==> src/rtl/hpm_pkg.sv <==
`timescale 1ns / 1ps
// ----------------------------------------------------------------------------
// hpm_pkg
// Types and constants shared by the binary16 multiplier modules.
// ----------------------------------------------------------------------------
package hpm_pkg;

    localparam logic [15:0] QNAN_CODE     = 16'hFFFF;
    localparam logic [15:0] INF_ZERO_CODE = 16'h7FFF;
    localparam logic [15:0] POS_INF       = 16'h7C00;
    localparam logic [15:0] NEG_INF       = 16'hFC00;
    localparam logic [15:0] SIGN_BIT      = 16'h8000;
    localparam logic [15:0] EXP_BIAS      = 16'd15;

    typedef struct packed {
        logic        sign;
        logic        nan;
        logic        inf_zero;
        logic        inf;
        logic [15:0] raw_exp;
        logic [21:0] raw_man;
    } t_dec;

endpackage

==> src/rtl/hpm_unpack.sv <==
`timescale 1ns / 1ps
// ----------------------------------------------------------------------------
// hpm_unpack
// Field decode, special-case flags, exponent sum and significand product.
// ----------------------------------------------------------------------------
module hpm_unpack import hpm_pkg::*; (
    input  logic [15:0] i_operand_a,
    input  logic [15:0] i_operand_b,
    output t_dec        o_dec
);

    logic [4:0]  ea, eb;
    logic [9:0]  ma, mb;
    logic        a_sub, b_sub, a_zero, b_zero, a_inf, b_inf, a_nan, b_nan;
    logic [10:0] sig_a, sig_b;
    logic [4:0]  exp_a, exp_b;

    always_comb begin
        ea     = i_operand_a[14:10];
        eb     = i_operand_b[14:10];
        ma     = i_operand_a[9:0];
        mb     = i_operand_b[9:0];
        a_inf  = (ea == 5'd31) && (ma == '0);
        b_inf  = (eb == 5'd31) && (mb == '0);
        a_nan  = (ea == 5'd31) && (ma != '0);
        b_nan  = (eb == 5'd31) && (mb != '0);
        a_sub  = (ea == 5'd0) && (ma != '0);
        b_sub  = (eb == 5'd0) && (mb != '0);
        a_zero = (ea == 5'd0) && (ma == '0);
        b_zero = (eb == 5'd0) && (mb == '0);
        sig_a  = a_sub ? {1'b0, ma} : {1'b1, ma};
        sig_b  = b_sub ? {1'b0, mb} : {1'b1, mb};
        exp_a  = a_sub ? 5'd1 : ea;
        exp_b  = b_sub ? 5'd1 : eb;

        o_dec.sign     = i_operand_a[15] ^ i_operand_b[15];
        o_dec.nan      = a_nan || b_nan;
        o_dec.inf_zero = (a_inf && b_zero) || (a_zero && b_inf);
        o_dec.inf      = a_inf || b_inf;
        o_dec.raw_exp  = {11'd0, exp_a} + {11'd0, exp_b} - EXP_BIAS;
        o_dec.raw_man  = (a_zero || b_zero) ? 22'd0 : sig_a * sig_b;
    end

endmodule

==> src/rtl/hpm_round.sv <==
`timescale 1ns / 1ps
// ----------------------------------------------------------------------------
// hpm_round
// Normalize, round to nearest even, handle subnormal and special cases, pack.
// ----------------------------------------------------------------------------
module hpm_round import hpm_pkg::*; (
    input  t_dec        i_dec,
    output logic [15:0] o_product
);

    logic [4:0]  lead, sh;
    logic [21:0] sman, tmp, lshift;
    logic [15:0] sexp, nexp, lamt, ramt, mag;
    logic [11:0] kept, sub_ru;
    logic [9:0]  nman;
    logic        rnd, sub_rnd;

    always_comb begin
        lead = '0;
        for (int i = 0; i < 22; i++) begin
            if (i_dec.raw_man[i]) begin
                lead = 5'(i);
            end
        end
        sh = 5'd20 - lead;
        if (lead == 5'd21) begin
            sexp = i_dec.raw_exp + 16'd1;
            sman = i_dec.raw_man;
        end else begin
            sexp = i_dec.raw_exp - {11'd0, sh};
            sman = i_dec.raw_man << (sh + 5'd1);
        end
        rnd  = sman[10] && (sman[11] || (sman[9:0] != '0));
        kept = {1'b0, sman[21:11]} + {11'd0, rnd};
        if (kept[11]) begin
            nexp = sexp + 16'd1;
            nman = kept[10:1];
        end else begin
            nexp = sexp;
            nman = kept[9:0];
        end

        // subnormal scaling
        lamt   = i_dec.raw_exp - 16'd1;
        ramt   = 16'd1 - i_dec.raw_exp;
        lshift = i_dec.raw_man << lamt[4:0];
        if ((i_dec.raw_exp >= 16'd1) && (i_dec.raw_exp <= 16'd45)) begin
            tmp = (lamt <= 16'd20) ? {1'b0, lshift[20:0]} : 22'd0;
        end else begin
            tmp = (ramt <= 16'd21) ? (i_dec.raw_man >> ramt[4:0]) : 22'd0;
        end
        sub_rnd = tmp[9] && (tmp[10] || (tmp[8:0] != '0));
        sub_ru  = {1'b0, tmp[20:10]} + {11'd0, sub_rnd};

        if ((nexp > 16'd30) && (nexp <= 16'd50)) begin
            mag = POS_INF;
        end else if ((nexp >= 16'd1) && (nexp <= 16'd30)) begin
            mag = {nexp[5:0], nman};
        end else begin
            mag = {5'd0, sub_ru[10:0]};
        end

        if (i_dec.nan) begin
            o_product = QNAN_CODE;
        end else if (i_dec.inf_zero) begin
            o_product = INF_ZERO_CODE;
        end else if (i_dec.inf) begin
            o_product = i_dec.sign ? NEG_INF : POS_INF;
        end else begin
            o_product = (i_dec.sign ? SIGN_BIT : 16'd0) | mag;
        end
    end

endmodule

==> src/rtl/half_precision_multiplier.sv <==
`timescale 1ns / 1ps
// ----------------------------------------------------------------------------
// half_precision_multiplier
// Binary16 multiplier with round to nearest even, one product per operand pair.
// ----------------------------------------------------------------------------
// channel  direction  signals
// input    in         i_valid, o_stall, i_operand_a, i_operand_b
// output   out        o_valid, i_stall, o_product
//
// two register stages: operand register, then product register
// one transaction per cycle while the output is not stalled
// the product path is the 11x11 multiply plus normalize and round
// synchronous active-low reset clears both valid flags
// output stall holds the product register and backs up into o_stall
// ----------------------------------------------------------------------------
module half_precision_multiplier import hpm_pkg::*; (
    input  logic        i_clk,
    input  logic        i_rst_n,
    input  logic        i_valid,
    output logic        o_stall,
    input  logic [15:0] i_operand_a,
    input  logic [15:0] i_operand_b,
    output logic        o_valid,
    input  logic        i_stall,
    output logic [15:0] o_product
);

    logic        r_v1, n_v1, r_v2, n_v2;
    logic [15:0] r_a, r_b, r_p, n_p;
    logic        adv1, adv2;
    t_dec        dec;

    hpm_unpack u_unpack (
        .i_operand_a (r_a),
        .i_operand_b (r_b),
        .o_dec       (dec)
    );

    hpm_round u_round (
        .i_dec     (dec),
        .o_product (n_p)
    );

    assign adv2    = !r_v2 || !i_stall;
    assign adv1    = !r_v1 || adv2;
    assign o_stall = !adv1;
    assign n_v1    = adv1 ? i_valid : r_v1;
    assign n_v2    = adv2 ? r_v1 : r_v2;

    always_ff @(posedge i_clk) begin
        if (!i_rst_n) begin
            r_v1 <= 1'b0;
            r_v2 <= 1'b0;
        end else begin
            r_v1 <= n_v1;
            r_v2 <= n_v2;
        end
    end

    always_ff @(posedge i_clk) begin
        if (adv1) begin
            r_a <= i_operand_a;
            r_b <= i_operand_b;
        end
        if (adv2) begin
            r_p <= n_p;
        end
    end

    assign o_valid   = r_v2;
    assign o_product = r_p;

endmodule

==> config.mk <==
export PLATFORM = sky130hd
export DESIGN_NAME = half_precision_multiplier
export DESIGN_NICKNAME = d
export VERILOG_FILES = /design/src/rtl/hpm_pkg.sv /design/src/rtl/hpm_unpack.sv /design/src/rtl/hpm_round.sv /design/src/rtl/half_precision_multiplier.sv
export SDC_FILE = /design/constraint.sdc
export NUM_CORES = 1
export LEC_CHECK = 0
export ABC_CLOCK_PERIOD_IN_PS = 15300
export BUFFER_PORTS_ARGS = -buffer_cell sky130_fd_sc_hd__buf_2
export CORE_MARGIN = 3
export CORE_UTILIZATION = 40
export CTS_BUF_LIST = sky130_fd_sc_hd__clkbuf_16
export CTS_CLUSTER_DIAMETER = 60
export DETAILED_ROUTE_END_ITERATION = 12
export SLEW_MARGIN = 25
export SYNTH_ARGS = -nofsm -noshare
export SYNTH_HDL_FRONTEND = slang
export SYNTH_SLANG_ARGS = --single-unit
export TNS_END_PERCENT = 20
==> constraint.sdc <==
create_clock -name i_clk -period 15.3 [get_ports i_clk]
set_clock_uncertainty 0.05 [all_clocks]
set_input_delay 2.295 -clock i_clk [delete_from_list [all_inputs] [get_ports i_clk]]
set_output_delay 2.295 -clock i_clk [all_outputs]
set_load 0.03 [all_outputs]
Word level (Yosys, flattened, before mapping):

Index checks and enable logic that the tools add are counted.
Widths: inputs -> output; s select.

* register bits: 50
* bits of input ports: 36
* output and inout bits: 18

* add/subtract/negate cells: 11
* $mul: 1
* $lt $le $gt $ge: 8
* equality and inequality tests: 3
* shift-type cells: 3
* mux-type cells: 39
* bitwise logic cells: 2
* reductions and logical operators: 36

Operator list (count)
* $mux 16: 8
* $mux 21: 3
* $le 16x5->1 const B: 3
* $mux 22: 2
* $mux 5: 8
* $add 16x1->16 const B: 2
* $ge 16x1->1 const B: 2
* $le 16x6->1 const B: 2
* $mux 4: 8
* $reduce_bool 10->1: 3
* $mul 11x11->22: 1
* $mux 11: 2
* $shl 22x5->21: 1
* $shl 22x5->22: 1
* $shr 22x5->21: 1
* $logic_not 10->1: 2
* $gt 16x5->1 const B: 1
* $or 16x16->16: 1
* $sub 1x16->16 const A: 1
* $sub 16x1->16 const B: 1
* $sub 16x4->16 const B: 1
* $sub 16x5->16: 1
* $eq 5x5->1 const B: 3
* $logic_and 1x1->1: 15
* other kinds (15): 30

Longest topological paths before layout:

* depth after elaboration: 42
* depth in mapped cells: 56

Hierarchy:

From an unflattened synthesis, not the netlist that was laid out.

* cells, all modules: 1642
* area, all modules: 12947.4 µm²

By module, submodules not included
* hpm_round: times used 1, cells each 993, area an instance 6612.6 µm², seq. area each 0.0 µm²
* hpm_unpack: times used 1, cells each 593, area an instance 4815.9 µm², seq. area each 0.0 µm²
* half_precision_multiplier: times used 1, cells each 56, area an instance 1519.0 µm², seq. area each 1481.4 µm²

Worst setup path before layout:

Ideal clock, no wire load.

* kind: reg-to-reg
* start point: register r_b[9]
* end point: register r_p[10] (netlist: o_product[10]), data pin
* setup time: 0.259 ns
* data arrival time: 11.827 ns
* setup slack: 3.164 ns
* stages on the path, launching flop included: 55
* path buffers: 8
* clock period less this slack: 12.136 ns
* path through: edfxtp_1 nor4_1 nand3_1 nand3_1 clkbuf_1 nand2_1 fa_1 fa_1 fa_1 inv_1 fa_1 inv_1 fa_1 inv_1 ha_1 buf_2 a211oi_1 nand2_1 (+19 left out) nor2_1 o21bai_1 a21oi_1 or2_2 nand2_1 a21o_1 a21oi_1 xor2_1 nor2_1 mux2i_1 or3_1 a21oi_1 mux2_2 o2111a_1 buf_4 a211o_2 buf_6 a211o_1

* cells in the longest elaborated chain, start to end: 40
* elaborated cells between the ends (all ways): 80
* those cells by class: add/sub (11); mul (1); order compare (8); eq/ne (1); shift (3); mux (33); bitwise (1); reduce/logical (22)

Ends and longest elaborated chain
* start: declaration: line half_precision_multiplier.sv:29 `logic [15:0] r_a, r_b, r_p, n_p;`
* start signal: assignment: line half_precision_multiplier.sv:63 `r_b <= i_operand_b;`
* branches (longest 40 deep; another with $mul 11x11->22)
* end signal: assignment: line half_precision_multiplier.sv:66 `r_p <= n_p;`
* end: declaration: line half_precision_multiplier.sv:29

Parallel ways; which one is timed is not known.
A chain may end at the register's enable or synchronous reset.

Worst setup path in the final report:

* start point: register r_b[9]
* end point: register r_p[1] (netlist: o_product[1]), data pin

Same word-level chain as after synthesis.

==> results.py <==
metrics = {
    "status": {
        "status": "finished, final reports clean",
    },
    "clock_tree": {
        "cts_tree": "built",
        "cts_buffer_depth": 2,
        "cts.sink_count": 50,
        "clk_pin_slew_ns": 0.07,
        "cts_setup_buffers": 0,
        "cts_resized": 0,
        "clk_latency_ns": 0.30,
        "htree_levels": 2,
        "cts_inserted_buffers": 5,
        "cts_root_buffer": "clkbuf_16",
        "postCtsHoldBufs": 0,
    },
    "worst_setup_path": {
        "critPathMaxStageDelay_ns": 0.56,
        "crit_required_ns": 15.29,
        "critPathArrivalTime_ns": 13.40,
        "worstSetupStartpointType": "flop",
        "startpoint": "r_b[9]",
        "critPathMostFrequentCell": "inv_1",
        "critPathMaxFanout": 27,
        "r2r-start": "r_b[9]",
        "cp_slowest_cell": "edfxtp_1",
        "critPathKind": "reg2reg",
        "regToRegSetupSlack_ns": 1.89,
        "r2r_end": "o_product[1]",
        "cp-endpoint": "o_product[1]",
        "reg2reg_depth": 46,
        "crit_path_end_kind": "flop",
    },
    "logic_synthesis": {
        "synth_ff_type": "edfxtp_1",
        "synth_cell_types": 109,
        "synth-edff-count": 48,
        "synth-seq-cells": 50,
        "netlist_instances": 1618,
        "ys_seq_area_share_pct": 11.6,
        "syn_area_per_cell_um2": 7.88,
        "syn-cell-area_um2": 12800,
        "yosys_warnings": 0,
        "synth-async-reset-ratio_pct": 0,
        "synth_nets": 1825,
    },
    "sta": {
        "fmax_ghz": 0.0746,
        "setup_viol": 0,
        "fin_setup_tns_ns": 0,
        "finalCritPeriodShare_pct": 87.6,
        "tightest_slew_ns": 1.03,
        "final_hold_viol_count": 0,
        "rsz0062_at_grt": "no",
        "slew_viol_final": 0,
        "min_period_ns": 13.41,
        "slew_headroom_pct": 31.1,
    },
    "routing": {
        "ant_nets": 0,
        "wirelength_mm": 43.8,
        "wl_per_cell_um": 21.9,
        "drt-vias-per-instance": 6.25,
        "dr.first_iter.drc_count": 1438,
        "via_count": 12500,
        "first_pass_iters": 6,
        "drc": 0,
    },
    "global_route": {
        "antenna_found_initial": 1,
        "grt_pass1_vias": 12200,
        "grt_first_pass_wirelength_mm": 68.6,
        "grt_start_max_net_pins": 43,
        "grt_overflow": 0,
        "track_usage_pct": 25.4,
    },
    "floorplan": {
        "die_w_um": 185,
        "io-pin-count": 54,
        "start_util_pct": 41.1,
        "coreArea_um2": 31000,
        "row_count": 64,
        "fp.dieArea_um2": 34100,
        "die_h_um": 185,
    },
    "layout": {
        "postLayoutCellArea_um2": 13500,
        "drive_above_1_share_pct": 10.8,
        "area_growth_pct": 5.59,
        "nets": 1807,
    },
    "placed_design": {
        "dpl_cell_area_um2": 13300,
        "io_buffers": 53,
        "hpwl_mm": 34.3,
        "gp_congestion": 0.984,
    },
    "run": {
        "drv_cap": 0,
    },
    "hold_path": {
        "hold_start": "r_v1",
        "min_path_type": "reg2reg",
    },
}
[state kept, by name, summed over array words and instances, names as in the netlist]
| signal | count |
|---|---|
| o_product | 16 |
| o_valid | 1 |
| r_b | 16 |
| r_v1 | 1 |
| r_a | 16 |
[metal layers]
metal  up-vias  track usage, %  share of wire, %
met5         -               0                 0
met4         0            6.59               2.7
met3        99            4.58               8.6
met2       587            42.1                47
met1      6008            34.2                42
li1       5791               -                 -
[worst min path at each step]
stage	endpoint	slack, ns	cells past startpoint
4_1_cts	o_valid	0.45	2
2_1_floorplan	o_valid	0.41	2
3_3_place_gp	o_valid	0.43	2
3_5_place_dp	o_valid	0.43	2
5_1_grt	o_valid	0.48	2
6_report	o_valid	0.44	2
[final cells by class]
type / count / area [um2]
Fill cell: 3165 / 17500
Multi-Input combinational cell: 1327 / 10400
Sequential cell: 50 / 1480
Inverter: 142 / 533
Tap cell: 396 / 495
Timing Repair Buffer: 74 / 423
Clock buffer: 5 / 125
Clock inverter: 2 / 33.8
Antenna cell: 1 / 2.50
[logic make-up after synthesis]
family | count (synthesis) | synth area share [%]
AOI/OAI and AO/OA | 435 | 24.2
xor gates and xnor gates | 68 | 4.79
adders and majority gates | 171 | 21.6
buffers and inverters | 241 | 7.39
DFF | 50 | 11.6
muxes | 63 | 7.30
and+or+nand+nor | 590 | 23.1
[cell usage after synthesis (9+ instances only)]
cell	number	area [um2]
clkbuf_1	78	293
inv_1	139	522
mux2i_1	27	270
a22oi_1	9	67.6
nor2b_1	12	75.1
and3_1	13	81.3
mux2_2	9	101
ha_1	89	1110
a21o_1	11	82.6
a211oi_1	25	188
fa_1	82	1640
o21bai_1	12	90.1
nor4_1	14	87.6
nor2_1	124	465
nand3_1	29	145
mux4_2	20	450
a31oi_1	21	131
or3_1	12	75.1
o21ai_0	69	345
a21oi_1	99	495
a311oi_1	9	78.8
nand2_1	195	732
nand2b_1	10	62.6
xor2_1	25	219
nor3_1	31	155
o22ai_1	21	131
nand4_1	14	87.6
a221oi_1	12	105
edfxtp_1	48	1440
o211ai_1	20	150
xnor2_1	41	359
and2_1	88	551
buf_2	12	60.1
[worst max-delay path, delay by kind of cell, from the launching register on]
kind | cells | cell delay (ns)
buffers and inverters | 7 | 0.88
XOR/XNOR | 3 | 0.97
AND/OR/NAND/NOR | 11 | 2.86
flip-flops | 1 | 0.56
adder cells (fa/ha/maj) | 8 | 3.78
AO/OA/AOI/OAI | 14 | 3.24
multiplexers | 3 | 0.76
[cells in the final DEF, fill, tap and decap left out, types with 10 or more instances in the layout]
master / count
nand2_1: 195
inv_1: 139
nor2_1: 124
a21oi_1: 99
ha_1: 89
and2_1: 88
fa_1: 82
o21ai_0: 69
buf_2: 53
edfxtp_1: 48
xnor2_1: 40
nor3_1: 31
nand3_1: 29
mux2i_1: 27
a211oi_1: 25
xor2_1: 23
a31oi_1: 21
o22ai_1: 21
buf_4: 21
o211ai_1: 20
mux4_2: 20
nand4_1: 14
nor4_1: 13
and3_1: 13
or3_1: 12
o21bai_1: 12
nor2b_1: 12
a221oi_1: 12
a21o_1: 11
nand2b_1: 10
[per-stage QoR]
stage               worst slack (ns)  instances  hold WS [ns]  util [%]
floorplan                       3.16       1618         0.409         -
detailed placement              1.89       1989         0.434      42.8
finish                          1.89       1997         0.443      43.4
global route                   0.843       1997         0.483      43.4
global placement                2.19       1989         0.432      42.8
CTS                             1.85       1996         0.449      43.3
Power is left out: the tool's default activity adds up to more than one toggle a clock period on the data nets, which glitch-free logic cannot reach.
